## src/rtl/core/nls_pkg.sv

```systemverilog
// ----------------------------------------------------------------------------
// nls_pkg: shared types and constants of the number literal scanner
// Character classes, scanner states, result codes and the option set.
// ----------------------------------------------------------------------------
package nls_pkg;

  localparam logic [7:0] CHR_MINUS  = 8'h2d;
  localparam logic [7:0] CHR_PLUS   = 8'h2b;
  localparam logic [7:0] CHR_PERIOD = 8'h2e;
  localparam logic [7:0] CHR_E      = 8'h65;
  localparam logic [7:0] CHR_X      = 8'h78;
  localparam logic [7:0] CHR_DOLLAR = 8'h24;
  localparam logic [7:0] CHR_ZERO   = 8'h30;
  localparam logic [7:0] CHR_NINE   = 8'h39;
  localparam logic [7:0] CHR_LC_A   = 8'h61;
  localparam logic [7:0] CHR_LC_F   = 8'h66;
  localparam logic [7:0] CHR_UC_A   = 8'h41;
  localparam logic [7:0] CHR_UC_Z   = 8'h5a;
  localparam logic [7:0] CASE_FOLD  = 8'h20;

  // Register indexes of the configuration port.
  localparam logic [2:0] REG_ALLOW_SIGN       = 3'd0;
  localparam logic [2:0] REG_ALLOW_FRACTION   = 3'd1;
  localparam logic [2:0] REG_ALLOW_EXPONENT   = 3'd2;
  localparam logic [2:0] REG_ALLOW_ZERO_X_HEX = 3'd3;
  localparam logic [2:0] REG_ALLOW_DOLLAR_HEX = 3'd4;

  typedef enum logic [3:0] {
    CL_ZERO,
    CL_DIGIT,
    CL_PERIOD,
    CL_SIGN,
    CL_E,
    CL_X,
    CL_DOLLAR,
    CL_HEXLET,
    CL_OTHER
  } char_class_t;

  typedef enum logic [3:0] {
    ST_START    = 4'd0,
    ST_SIGN     = 4'd1,
    ST_LEADPER  = 4'd2,
    ST_PERIOD   = 4'd3,
    ST_ZERO     = 4'd4,
    ST_INT      = 4'd5,
    ST_FRAC     = 4'd6,
    ST_EXP      = 4'd7,
    ST_EXPDIG   = 4'd8,
    ST_EXPSIGN  = 4'd9,
    ST_HEXSTART = 4'd10,
    ST_HEX      = 4'd11
  } scan_state_t;

  typedef enum logic [1:0] {
    ACT_APPEND  = 2'd0,
    ACT_REPLACE = 2'd1,
    ACT_REJECT  = 2'd2,
    ACT_RETURN  = 2'd3
  } char_action_t;

  typedef enum logic [2:0] {
    KIND_NONE  = 3'd0,
    KIND_INT   = 3'd1,
    KIND_FLOAT = 3'd2,
    KIND_HEX   = 3'd3,
    KIND_ERROR = 3'd4
  } token_kind_t;

  typedef struct packed {
    logic allow_sign;
    logic allow_fraction;
    logic allow_exponent;
    logic allow_zero_x_hex;
    logic allow_dollar_hex;
  } scan_cfg_t;

endpackage

```

## src/rtl/core/nls_front.sv

```systemverilog
// ----------------------------------------------------------------------------
// nls_front: character classifier
// Folds each incoming byte to lower case and reduces it to a class code.
// ----------------------------------------------------------------------------
module nls_front
  import nls_pkg::*;
(
  input  logic [7:0]  char_code,
  output char_class_t char_class
);

  logic [7:0] folded;

  always_comb begin
    if (char_code >= CHR_UC_A && char_code <= CHR_UC_Z) begin
      folded = char_code + CASE_FOLD;
    end else begin
      folded = char_code;
    end
  end

  always_comb begin
    priority if (folded == CHR_ZERO) begin
      char_class = CL_ZERO;
    end else if (folded > CHR_ZERO && folded <= CHR_NINE) begin
      char_class = CL_DIGIT;
    end else if (folded == CHR_PERIOD) begin
      char_class = CL_PERIOD;
    end else if (folded == CHR_PLUS || folded == CHR_MINUS) begin
      char_class = CL_SIGN;
    end else if (folded == CHR_E) begin
      char_class = CL_E;
    end else if (folded == CHR_X) begin
      char_class = CL_X;
    end else if (folded == CHR_DOLLAR) begin
      char_class = CL_DOLLAR;
    end else if (folded >= CHR_LC_A && folded <= CHR_LC_F) begin
      char_class = CL_HEXLET;
    end else begin
      char_class = CL_OTHER;
    end
  end

endmodule

```

## src/rtl/core/nls_queue.sv

```systemverilog
// ----------------------------------------------------------------------------
// nls_queue: class queue between classifier and scanner
// Small register FIFO; a push and a pop may happen in the same cycle.
// ----------------------------------------------------------------------------
module nls_queue
  import nls_pkg::*;
#(
  parameter int DEPTH = 2
) (
  input  logic        clk,
  input  logic        rst,
  input  logic        push,
  input  char_class_t push_class,
  output logic        not_full,
  input  logic        pop,
  output logic        not_empty,
  output char_class_t pop_class
);

  localparam int PTR_W = (DEPTH > 1) ? $clog2(DEPTH) : 1;
  localparam int CNT_W = $clog2(DEPTH + 1);

  char_class_t       slots [DEPTH];
  logic [PTR_W-1:0]  wr_ptr;
  logic [PTR_W-1:0]  rd_ptr;
  logic [CNT_W-1:0]  count;

  assign not_full  = (count != CNT_W'(DEPTH));
  assign not_empty = (count != '0);
  assign pop_class = slots[rd_ptr];

  always_ff @(posedge clk) begin
    if (push) begin
      slots[wr_ptr] <= push_class;
    end
  end

  always_ff @(posedge clk) begin
    if (rst) begin
      wr_ptr <= '0;
      rd_ptr <= '0;
      count  <= '0;
    end else begin
      if (push) begin
        wr_ptr <= (wr_ptr == PTR_W'(DEPTH - 1)) ? '0 : wr_ptr + 1'b1;
      end
      if (pop) begin
        rd_ptr <= (rd_ptr == PTR_W'(DEPTH - 1)) ? '0 : rd_ptr + 1'b1;
      end
      if (push && !pop) begin
        count <= count + 1'b1;
      end else if (pop && !push) begin
        count <= count - 1'b1;
      end
    end
  end

`ifndef SYNTH
  a_count_bound: assert property (@(posedge clk) disable iff (rst)
    count <= CNT_W'(DEPTH))
    else $error("queue count beyond depth");

  a_no_pop_empty: assert property (@(posedge clk) disable iff (rst)
    pop |-> not_empty)
    else $error("pop from empty queue");

  a_push_grows: assert property (@(posedge clk) disable iff (rst)
    (push && !pop) |=> count == $past(count) + 1'b1)
    else $error("queue count did not follow a push");
`endif

endmodule

```

## src/rtl/core/nls_back.sv

```systemverilog
// ----------------------------------------------------------------------------
// nls_back: literal recognizer and result register
// Steps the scanner state on each class taken from the queue and holds the
// result until the downstream side takes it.
// ----------------------------------------------------------------------------
module nls_back
  import nls_pkg::*;
(
  input  logic         clk,
  input  logic         rst,
  input  scan_cfg_t    cfg,
  input  logic         in_valid,
  input  char_class_t  in_class,
  output logic         in_take,
  output logic         res_valid,
  input  logic         res_ready,
  output char_action_t res_action,
  output logic         res_end,
  output token_kind_t  res_kind
);

  scan_state_t  state;
  scan_state_t  state_next;
  scan_state_t  step_state;
  char_action_t act;
  logic         tok_end;
  token_kind_t  kind;
  logic         is_dec;
  logic         is_hex;

  assign is_dec  = (in_class == CL_ZERO) || (in_class == CL_DIGIT);
  assign is_hex  = is_dec || (in_class == CL_E) || (in_class == CL_HEXLET);
  assign in_take = in_valid && (!res_valid || res_ready);

  // Next state while the token goes on; an ending token overrides it below.
  always_comb begin
    step_state = state;
    unique case (state)
      ST_SIGN: begin
        if (in_class == CL_ZERO) step_state = ST_ZERO;
        else if (cfg.allow_fraction && in_class == CL_PERIOD) step_state = ST_PERIOD;
        else if (in_class == CL_DIGIT) step_state = ST_INT;
      end
      ST_LEADPER: begin
        if (is_dec) step_state = ST_FRAC;
      end
      ST_PERIOD: begin
        if (is_dec) step_state = ST_FRAC;
        else if (cfg.allow_exponent && in_class == CL_E) step_state = ST_EXP;
      end
      ST_ZERO: begin
        if (in_class == CL_DIGIT) step_state = ST_INT;
        else if (cfg.allow_fraction && in_class == CL_PERIOD) step_state = ST_PERIOD;
        else if (cfg.allow_zero_x_hex && in_class == CL_X) step_state = ST_HEXSTART;
      end
      ST_INT: begin
        if (cfg.allow_fraction && in_class == CL_PERIOD) step_state = ST_PERIOD;
        else if (cfg.allow_exponent && in_class == CL_E) step_state = ST_EXP;
      end
      ST_FRAC: begin
        if (cfg.allow_exponent && in_class == CL_E) step_state = ST_EXP;
      end
      ST_EXP: begin
        if (in_class == CL_SIGN) step_state = ST_EXPSIGN;
        else if (is_dec) step_state = ST_EXPDIG;
      end
      ST_EXPDIG: begin
        step_state = ST_EXPDIG;
      end
      ST_EXPSIGN: begin
        if (is_dec) step_state = ST_EXPDIG;
      end
      ST_HEXSTART: begin
        if (is_hex) step_state = ST_HEX;
      end
      ST_HEX: begin
        step_state = ST_HEX;
      end
      default: begin
        if (cfg.allow_sign && in_class == CL_SIGN) step_state = ST_SIGN;
        else if (in_class == CL_ZERO) step_state = ST_ZERO;
        else if (in_class == CL_DIGIT) step_state = ST_INT;
        else if (cfg.allow_fraction && in_class == CL_PERIOD) step_state = ST_LEADPER;
        else if (cfg.allow_dollar_hex && in_class == CL_DOLLAR) step_state = ST_HEXSTART;
        else step_state = ST_START;
      end
    endcase
    state_next = tok_end ? ST_START : step_state;
  end

  // Result of the current character.
  always_comb begin
    act     = ACT_APPEND;
    tok_end = 1'b0;
    kind    = KIND_NONE;
    unique case (state)
      ST_SIGN: begin
        tok_end = !(is_dec || (cfg.allow_fraction && in_class == CL_PERIOD));
      end
      ST_LEADPER: begin
        tok_end = !is_dec;
      end
      ST_PERIOD: begin
        if (!is_dec && !(cfg.allow_exponent && in_class == CL_E)) begin
          tok_end = 1'b1;
          kind    = KIND_INT;
        end
      end
      ST_ZERO: begin
        if (is_dec) begin
          act = ACT_REPLACE;
        end else if (!(cfg.allow_fraction && in_class == CL_PERIOD) &&
                     !(cfg.allow_zero_x_hex && in_class == CL_X)) begin
          tok_end = 1'b1;
          kind    = KIND_INT;
        end
      end
      ST_INT: begin
        if (!(cfg.allow_fraction && in_class == CL_PERIOD) &&
            !(cfg.allow_exponent && in_class == CL_E) && !is_dec) begin
          tok_end = 1'b1;
          kind    = KIND_INT;
        end
      end
      ST_FRAC: begin
        if (!(cfg.allow_exponent && in_class == CL_E) && !is_dec) begin
          tok_end = 1'b1;
          kind    = KIND_FLOAT;
        end
      end
      ST_EXP: begin
        if (in_class != CL_SIGN && !is_dec) begin
          tok_end = 1'b1;
          kind    = KIND_ERROR;
        end
      end
      ST_EXPDIG: begin
        if (!is_dec) begin
          tok_end = 1'b1;
          kind    = KIND_FLOAT;
        end
      end
      ST_EXPSIGN, ST_HEXSTART: begin
        if ((state == ST_EXPSIGN) ? !is_dec : !is_hex) begin
          tok_end = 1'b1;
          kind    = KIND_ERROR;
        end
      end
      ST_HEX: begin
        if (!is_hex) begin
          tok_end = 1'b1;
          kind    = KIND_HEX;
        end
      end
      default: begin
        tok_end = !((cfg.allow_sign && in_class == CL_SIGN) || is_dec ||
                    (cfg.allow_fraction && in_class == CL_PERIOD) ||
                    (cfg.allow_dollar_hex && in_class == CL_DOLLAR));
      end
    endcase
    // A period left dangling after digits or a sign is handed back in place of the reject.
    if (tok_end) begin
      act = (state == ST_PERIOD) ? ACT_RETURN : ACT_REJECT;
    end
  end

  always_ff @(posedge clk) begin
    if (rst) begin
      state     <= ST_START;
      res_valid <= 1'b0;
    end else begin
      if (in_take) begin
        state     <= state_next;
        res_valid <= 1'b1;
      end else if (res_ready) begin
        res_valid <= 1'b0;
      end
    end
  end

  always_ff @(posedge clk) begin
    if (in_take) begin
      res_action <= act;
      res_end    <= tok_end;
      res_kind   <= kind;
    end
  end

`ifndef SYNTH
  a_kind_only_at_end: assert property (@(posedge clk) disable iff (rst)
    (res_valid && !res_end) |-> res_kind == KIND_NONE)
    else $error("token kind given without token end");

  a_return_is_int: assert property (@(posedge clk) disable iff (rst)
    (res_valid && res_action == ACT_RETURN) |-> (res_end && res_kind == KIND_INT))
    else $error("period given back outside an integer end");

  a_end_restarts: assert property (@(posedge clk) disable iff (rst)
    (in_take && tok_end) |=> state == ST_START)
    else $error("scanner did not restart after a token end");
`endif

endmodule

```

## src/rtl/core/number_literal_scanner.sv

```systemverilog
// A character accepted on s_tdata is classified, registered in the class queue and then
// in the result register that drives m_tvalid; a stall downstream holds it in the queue.
// The scanner takes one character per cycle while m_tready keeps the results moving.
// The class queue lets the input keep flowing while a result waits downstream.
// Reset (rst, synchronous): scanner at the start state, queue and result
// register empty, options at their defaults; no clearing pass is needed.
// ----------------------------------------------------------------------------
// number_literal_scanner: streaming recognizer for numeric literals
// Classifies each character, queues the class and steps the literal scanner,
// giving one result per character.
// ----------------------------------------------------------------------------
module number_literal_scanner
  import nls_pkg::*;
#(
  parameter int QUEUE_DEPTH = 2
) (
  input  logic       clk,
  input  logic       rst,
  input  logic       s_tvalid,
  output logic       s_tready,
  input  logic [7:0] s_tdata,   // [7:0] char_code
  output logic       m_tvalid,
  input  logic       m_tready,
  output logic [7:0] m_tdata,   // [1:0] char_action, [7:2] zero
  output logic       m_tlast,   // token_end
  output logic [2:0] m_tuser,   // [2:0] token_kind
  input  logic       cfg_valid,
  output logic       cfg_ready,
  input  logic [2:0] cfg_index,
  input  logic       cfg_data
);

  scan_cfg_t    cfg;
  char_class_t  front_class;
  char_class_t  queue_class;
  logic         queue_not_full;
  logic         queue_not_empty;
  logic         back_take;
  char_action_t res_action;
  token_kind_t  res_kind;

  assign cfg_ready = 1'b1;

  always_ff @(posedge clk) begin
    if (rst) begin
      cfg.allow_sign       <= 1'b1;
      cfg.allow_fraction   <= 1'b1;
      cfg.allow_exponent   <= 1'b1;
      cfg.allow_zero_x_hex <= 1'b1;
      cfg.allow_dollar_hex <= 1'b0;
    end else if (cfg_valid) begin
      unique case (cfg_index)
        REG_ALLOW_SIGN:       cfg.allow_sign       <= cfg_data;
        REG_ALLOW_FRACTION:   cfg.allow_fraction   <= cfg_data;
        REG_ALLOW_EXPONENT:   cfg.allow_exponent   <= cfg_data;
        REG_ALLOW_ZERO_X_HEX: cfg.allow_zero_x_hex <= cfg_data;
        REG_ALLOW_DOLLAR_HEX: cfg.allow_dollar_hex <= cfg_data;
        default: ;
      endcase
    end
  end

  assign s_tready = queue_not_full;

  nls_front u_front (
    .char_code  (s_tdata),
    .char_class (front_class)
  );

  nls_queue #(
    .DEPTH (QUEUE_DEPTH)
  ) u_queue (
    .clk        (clk),
    .rst        (rst),
    .push       (s_tvalid && queue_not_full),
    .push_class (front_class),
    .not_full   (queue_not_full),
    .pop        (back_take),
    .not_empty  (queue_not_empty),
    .pop_class  (queue_class)
  );

  nls_back u_back (
    .clk        (clk),
    .rst        (rst),
    .cfg        (cfg),
    .in_valid   (queue_not_empty),
    .in_class   (queue_class),
    .in_take    (back_take),
    .res_valid  (m_tvalid),
    .res_ready  (m_tready),
    .res_action (res_action),
    .res_end    (m_tlast),
    .res_kind   (res_kind)
  );

  assign m_tdata = {6'b0, res_action};
  assign m_tuser = res_kind;

endmodule

```

## config.mk

```make
export PLATFORM = sky130hd
export DESIGN_NAME = number_literal_scanner
export DESIGN_NICKNAME = d
export VERILOG_FILES = /design/src/rtl/core/nls_pkg.sv /design/src/rtl/core/nls_front.sv /design/src/rtl/core/nls_queue.sv /design/src/rtl/core/nls_back.sv /design/src/rtl/core/number_literal_scanner.sv
export SDC_FILE = /design/constraint.sdc
export NUM_CORES = 1
export LEC_CHECK = 0
export BUFFER_PORTS_ARGS = -buffer_cell sky130_fd_sc_hd__buf_2
export CORE_MARGIN = 4
export CORE_UTILIZATION = 58
export DETAILED_ROUTE_END_ITERATION = 8
export PLACE_DENSITY = 0.81
export SYNTH_ARGS = -nofsm -noshare
export SYNTH_HDL_FRONTEND = slang
export SYNTH_SLANG_ARGS = --single-unit
```

## constraint.sdc

```tcl
create_clock -name clk -period 5.66 [get_ports clk]
set_input_delay 0 -clock clk [delete_from_list [all_inputs] [get_ports clk]]
set_output_delay 0 -clock clk [all_outputs]
set_load 0.005 [all_outputs]
```

==> results of run 1 <==
[power breakdown]
| group | switching (mW) | leakage (nW) | internal (mW) |
|---|---|---|---|
| Clock | 0.0827 | 0.0525 | 0.114 |
| Combinational | 0.162 | 0.696 | 0.130 |
| Sequential | 0.0540 | 0.252 | 0.276 |
| Total | 0.299 | 1.00 | 0.519 |
[sequential cells by signal, indices dropped and copies added, names as in the netlist, named ones only]
name and cells:
u_queue.wr_ptr 1, cfg 5, u_back.res_end 1, u_queue.rd_ptr 1
u_back.state 4, u_queue.count 2, u_back.res_kind 3, u_back.res_valid 1
u_back.res_action 2, u_queue.slots 8
[routing by layer]
layer | vias up | wire length [um] | track usage (%)
met3 | 13 | 333 | 3.98
met1 | 962 | 2190 | 26.2
li1 | 1040 | - | -
met4 | 0 | 147 | 9.39
met2 | 80 | 2340 | 33.0
met5 | - | 0 | 0
[Yosys cell counts (all sizes together) (3+ instances only)]
library cell,number
and3,3
nor4,4
dfxtp,15
o211ai,3
ha,3
xnor2,4
nor4b,4
nor3b,5
a31oi,3
o21ai,25
a211o,5
nand2,21
a32o,3
mux2i,4
nand2b,5
a21oi,18
clkbuf,9
nor2b,3
nand3,6
inv,14
nor2,31
xor2,3
edfxtp,14
o31ai,4
nor3,4
buf,9
[final cells by class]
class | count | share of cell area (%)
Multi-Input combinational cell | 215 | 56.7
Clock buffer | 6 | 3.75
Tap cell | 48 | 2.40
Timing Repair Buffer | 26 | 5.59
Clock inverter | 2 | 0.649
Sequential cell | 29 | 28.8
Inverter | 14 | 2.10
[cell families (layout without fill, tap and decap cells)]
logic type / count (synthesis) / count (layout) / share of synthesized area, %
XOR/XNOR: 7 / 7 / 2.69
buffers and inverters: 32 / 48 / 6.76
flip-flops: 29 / 29 / 31.6
AO/OA/AOI/OAI: 84 / 84 / 24.7
adder cells (fa/ha/maj): 3 / 3 / 1.65
other: 2 / 7 / 0.330
multiplexers: 6 / 6 / 2.91
AND/OR/NAND/NOR: 108 / 108 / 29.3
[worst paths after layout]
path / from / endpoint / slack (ns) / cells past startpoint
worst max-delay path: flop / u_back.res_action[0] / 3.13 / 7
worst min-delay path: rst / u_queue.count[0] / 0.08 / 2
worst max register to register: flop / u_back.res_action[0] / 3.13 / 7
worst min register to register: u_back.res_valid / u_back.res_valid / 0.49 / 2
[worst max-delay path, delay by kind of cell (launching register included)]
kind,cells,cell delay [ns]
AO/OA/AOI/OAI,3,0.59
flip-flops,1,0.75
AND/OR/NAND/NOR,4,0.92
==> results_dict.tcl, run 1 <==
set metrics [dict create \
    outcome "finished, final reports clean" \
    setup_viol 0 \
    netlist_area_um2 2280 \
    drt_pass1_iterations 4 \
    drc_errors 0 \
    ios 32 \
    fin_util_pct 67.4 \
    stdcell_count 340 \
    start_util_pct 61.3 \
    wl_per_cell_um 14.7 \
    die_w_um 70.7 \
    avgSynthCellArea_um2 8.40 \
    ctsHoldBuffers 2 \
    critPathKind "flop to flop" \
    yosysSeqAreaShare_pct 31.6 \
    worstMarginPinSlew_ns 0.667 \
    finalMaxSlewViolations 0 \
    grt_pass1_wl_mm 8.22 \
    synth_area_leaders "edfxtp_1 18%, dfxtp_1 13%, o21ai_0 5.1%" \
    max_freq_ghz 0.395 \
    p_leak_nw 1.00 \
    diodes 0 \
    async_reset_ff_share_pct 0 \
    rows 22 \
    cap_violations 0 \
    routed-via-count 2095 \
    drive_gt1_share_pct 17.8 \
    required_ns 5.68 \
    wirelength_mm 5.01 \
    clk_latency_ns 0.28 \
    antenna_found_initial 0 \
    mostFrequentLayoutCell "nor2_1" \
    postSynthCellCount 271 \
    ir_drop_v 0.000280 \
    ant_nets 0 \
    multiInputGateArea_um2 1420 \
    final_cell_mix "30 x nor2_1, 24 x buf_2, 23 x o21ai_0, 21 x nand2_1, 18 x a21oi_1" \
    cts-htree-levels 2 \
    yosysTopAreaCellShare_pct 18.5 \
    design.core.area_um2 3720 \
    grt_pass1_vias 1837 \
    maxSlewHeadroom_pct 55.4 \
    dp_hpwl_mm 3.72 \
    postCtsSetupBuffers 0 \
    portBuffers 24 \
    hold_slack_ns 0.0848 \
    placed_cells 330 \
    die_h_um 70.7 \
    stdcell_area_um2 2500 \
    yosysWarnings 0 \
    numClockSinks 29 \
    cts-root-buf "clkbuf_8" \
    slowest_delay_ns 0.75 \
    ctsResizeCount 0 \
    hold_path_class "input port to flop" \
    track_usage_pct 20.3 \
    setup_tns_ns 0 \
    rsz0062_at_grt "false" \
    hold_viol_final 0 \
    globalplace.congestion 0.959 \
    dieArea_um2 4990 \
    clockBufferDepth 2 \
    numCtsBuffers 5 \
    synth_top_area_cell "edfxtp_1" \
    grt_max_degree 18 \
    cts_tree "yes" \
    path_clk_slew_ns 0.06 \
    n_fill_cell 323 \
    end_kind "flop" \
    synth_seq_cells 29 \
    arrival_ns 2.55 \
    crit_chain "and3b_2, o221ai_2, and4_4, a32o_2, nor4b_4, o22a_1, nor2_1" \
    yosysUniqueCellTypes 74 \
    fin_total_pwr_mw 0.818 \
    powerDensity_nw_per_um2 327 \
    path_max_fanout 17 \
    layout_setup_ws_ns 3.13 \
    seq_area_um2 721 \
    drt_iter0_markers 253 \
    finalCritPeriodShare_pct 44.7 \
    place_area_um2 2370 \
    syn2layout_area_growth_pct 10.0 \
    dp_slack_ns 3.16 \
    viasPerCell 6.16 \
    start_kind "flop" \
    synth_edf_count 14 \
    skew_ns 0.00326 \
    final.min_clock_period_ns 2.53 \
    overflow 0 \
    synthFlopType "dfxtp_1" \
    nets 311 \
    critPathSlowestCell "dfxtp_1" \
]
No activity file was read; power rests on OpenSTA's default activity.
==> run 2, diff against run 1 <==
--- a/config.mk
+++ b/config.mk
@@ -5,11 +5,12 @@
 export SDC_FILE = /design/constraint.sdc
 export NUM_CORES = 1
 export LEC_CHECK = 0
+export ABC_AREA = 1
 export BUFFER_PORTS_ARGS = -buffer_cell sky130_fd_sc_hd__buf_2
 export CORE_MARGIN = 4
-export CORE_UTILIZATION = 58
+export CORE_UTILIZATION = 53
 export DETAILED_ROUTE_END_ITERATION = 8
-export PLACE_DENSITY = 0.81
+export PLACE_DENSITY = 0.77
 export SYNTH_ARGS = -nofsm -noshare
 export SYNTH_HDL_FRONTEND = slang
 export SYNTH_SLANG_ARGS = --single-unit
==> constraint.sdc (replaced) <==
create_clock -name clk -period 2.3 [get_ports clk]
set_input_delay 0 -clock clk [delete_from_list [all_inputs] [get_ports clk]]
set_output_delay 0 -clock clk [all_outputs]
set_load 0.005 [all_outputs]
==> results_dict.tcl, run 2 <==
set metrics [dict create \
    rr_worst_depth 13 \
    cts_tree "yes" \
    rows 24 \
    path_clk_slew_ns 0.07 \
    setup_tns_ns 0 \
    skew_ns 0.0146 \
    fin_util_pct 61.3 \
    synth_edf_count 14 \
    globalplace.congestion 0.961 \
    setup_viol 0 \
    avgSynthCellArea_um2 6.99 \
    reg.largest.list "u_queue.slots (8), cfg (5), u_back.state (4)" \
    largest_reg_flops 8 \
    hold_slack_ns 0.0120 \
    synth_area_leaders "edfxtp_1 17%, dfxtp_1 12%, nand2_1 12%" \
    cts-htree-levels 2 \
    crit_chain "nand2_2, nand2_8, nand3_4, nand2_1, nand2_1, nor2_4, nand2_1, nor2_4, nand4_4, nand2_4, nand2_1, nand2_1, nor2_1" \
    synthFlopType "dfxtp_1" \
    syn2layout_area_growth_pct 10.5 \
    start_kind "flop" \
    cp_top_family "simple AND/OR/NAND/NOR gates" \
    overflow 0 \
    rsz0062_at_grt "false" \
    ir_drop_v 0.000755 \
    finalMaxSlewViolations 0 \
    final_cell_mix "79 x nand2_1, 53 x nor2_1, 43 x inv_1, 24 x nand3_1, 24 x buf_2" \
    yosysSeqAreaShare_pct 29.6 \
    antenna_found_initial 0 \
    max_freq_ghz 0.517 \
    stdcell_count 430 \
    yosysTopAreaCellShare_pct 17.3 \
    yosysMostFrequentCell "nand2_1" \
    required_ns 2.49 \
    p_leak_nw 1.31 \
    die_h_um 75.7 \
    finalCritPeriodShare_pct 84.1 \
    cap_violations 0 \
    final.min_clock_period_ns 1.93 \
    yosysUniqueCellTypes 39 \
    place_area_um2 2570 \
    r2r_end "u_back.state[2]" \
    hold_viol_final 0 \
    ios 32 \
    drt_pass1_iterations 5 \
    critPathBufInv 0 \
    placed_cells 421 \
    drive_gt1_share_pct 22.5 \
    routed-via-count 2221 \
    end_kind "flop" \
    track_usage_pct 20.0 \
    portBuffers 24 \
    diodes 0 \
    cts-root-buf "clkbuf_8" \
    dieArea_um2 5730 \
    numClockSinks 29 \
    drc_errors 0 \
    path_max_fanout 12 \
    nets 397 \
    dp_slack_ns 0.173 \
    dp_hpwl_mm 3.98 \
    fin_total_pwr_mw 3.24 \
    wl_per_cell_um 11.8 \
    postSynthCellCount 348 \
    netlist_area_um2 2430 \
    clockBufferDepth 2 \
    outcome "finished, final reports clean" \
    critPathSlowestCell "dfxtp_2" \
    synth_top_cells_by_count "79 x nand2_1, 53 x nor2_1, 43 x inv_1, 24 x nand3_1" \
    viasPerCell 5.17 \
    slowest_delay_ns 0.46 \
    cpMostUsedCell "nand2_1" \
    grt_max_degree 16 \
    drt_iter0_markers 171 \
    design.core.area_um2 4380 \
    numCtsBuffers 5 \
    rrSetupSlack_ns 0.37 \
    arrival_ns 2.13 \
    hold_end "cfg[0]" \
    async_reset_ff_share_pct 0 \
    synth_seq_cells 29 \
    min_path_cells 3 \
    powerDensity_nw_per_um2 1210 \
    critPathKind "flop to flop" \
    stdcell_area_um2 2690 \
    layout_setup_ws_ns 0.365 \
    largest-register "u_queue.slots" \
    wirelength_mm 5.07 \
    grt_pass1_wl_mm 8.68 \
    hold_path_class "input port to flop" \
    grt_pass1_vias 2008 \
    die_w_um 75.7 \
    holdCritStartpoint "cfg_valid" \
    yosysWarnings 0 \
    synth_top_area_cell "edfxtp_1" \
    clk_latency_ns 0.29 \
    start_util_pct 55.5 \
    mostFrequentLayoutCell "nand2_1" \
    ant_nets 0 \
]
[run 2: worst min-delay path, stage by stage]
cell,delay [ns]
buf_2,0.10
nand3_1,0.09
a21oi_1,0.06
[run 2: kinds of logic (layout without fill, tap and decap cells)]
logic type / Yosys count / in the layout / share of synthesized area, %
simple gates: 213 / 213 / 47.8
buf+inv: 59 / 84 / 11.2
compound gates: 42 / 42 / 9.47
flops: 29 / 29 / 29.6
fa+ha+maj: 3 / 3 / 1.54
other cells: 2 / 7 / 0.309
[run 2: worst max-delay path by stage]
| stage | cells past startpoint | endpoint | slack, ns |
|---|---|---|---|
| after floorplan | 9 | u_queue.count[1] | 0.32 |
| after global placement | 13 | u_back.state[2] | 0.26 |
| after detailed placement | 13 | u_back.state[2] | 0.17 |
| after CTS | 13 | u_back.state[2] | 0.19 |
| after global routing | 13 | u_back.state[2] | 0.15 |
| final | 13 | u_back.state[2] | 0.37 |
[run 2: repair_timing]
item	in CTS	in global routing
setup buffers	0	0
hold endpoints to repair	3	0
gates resized for setup	0	1
endpoints found under the setup margin	0	2
hold buffers	1	0
[run 2: layout make-up]
cell class | instances | area (um2)
Clock buffer | 7 | 96.3
Sequential cell | 29 | 722
Inverter | 48 | 189
Timing Repair Buffer | 28 | 153
Fill cell | 381 | 1700
Tap cell | 52 | 65.1
Clock inverter | 1 | 5.00
Multi-Input combinational cell | 265 | 1460
[run 2: power by group]
group	switching (mW)	internal [mW]	total (mW)
sequential	0.0976	0.745	0.843
clock	0.193	0.270	0.462
combinational	1.28	0.656	1.94
[run 2: per-layer routing]
metal,GRT usage (%),wire length (um),vias up
met1,26.2,2300,962
met2,31.6,2310,76
li1,-,-,1166
met5,0,0,-
met3,4.09,308,17
met4,9.32,148,0
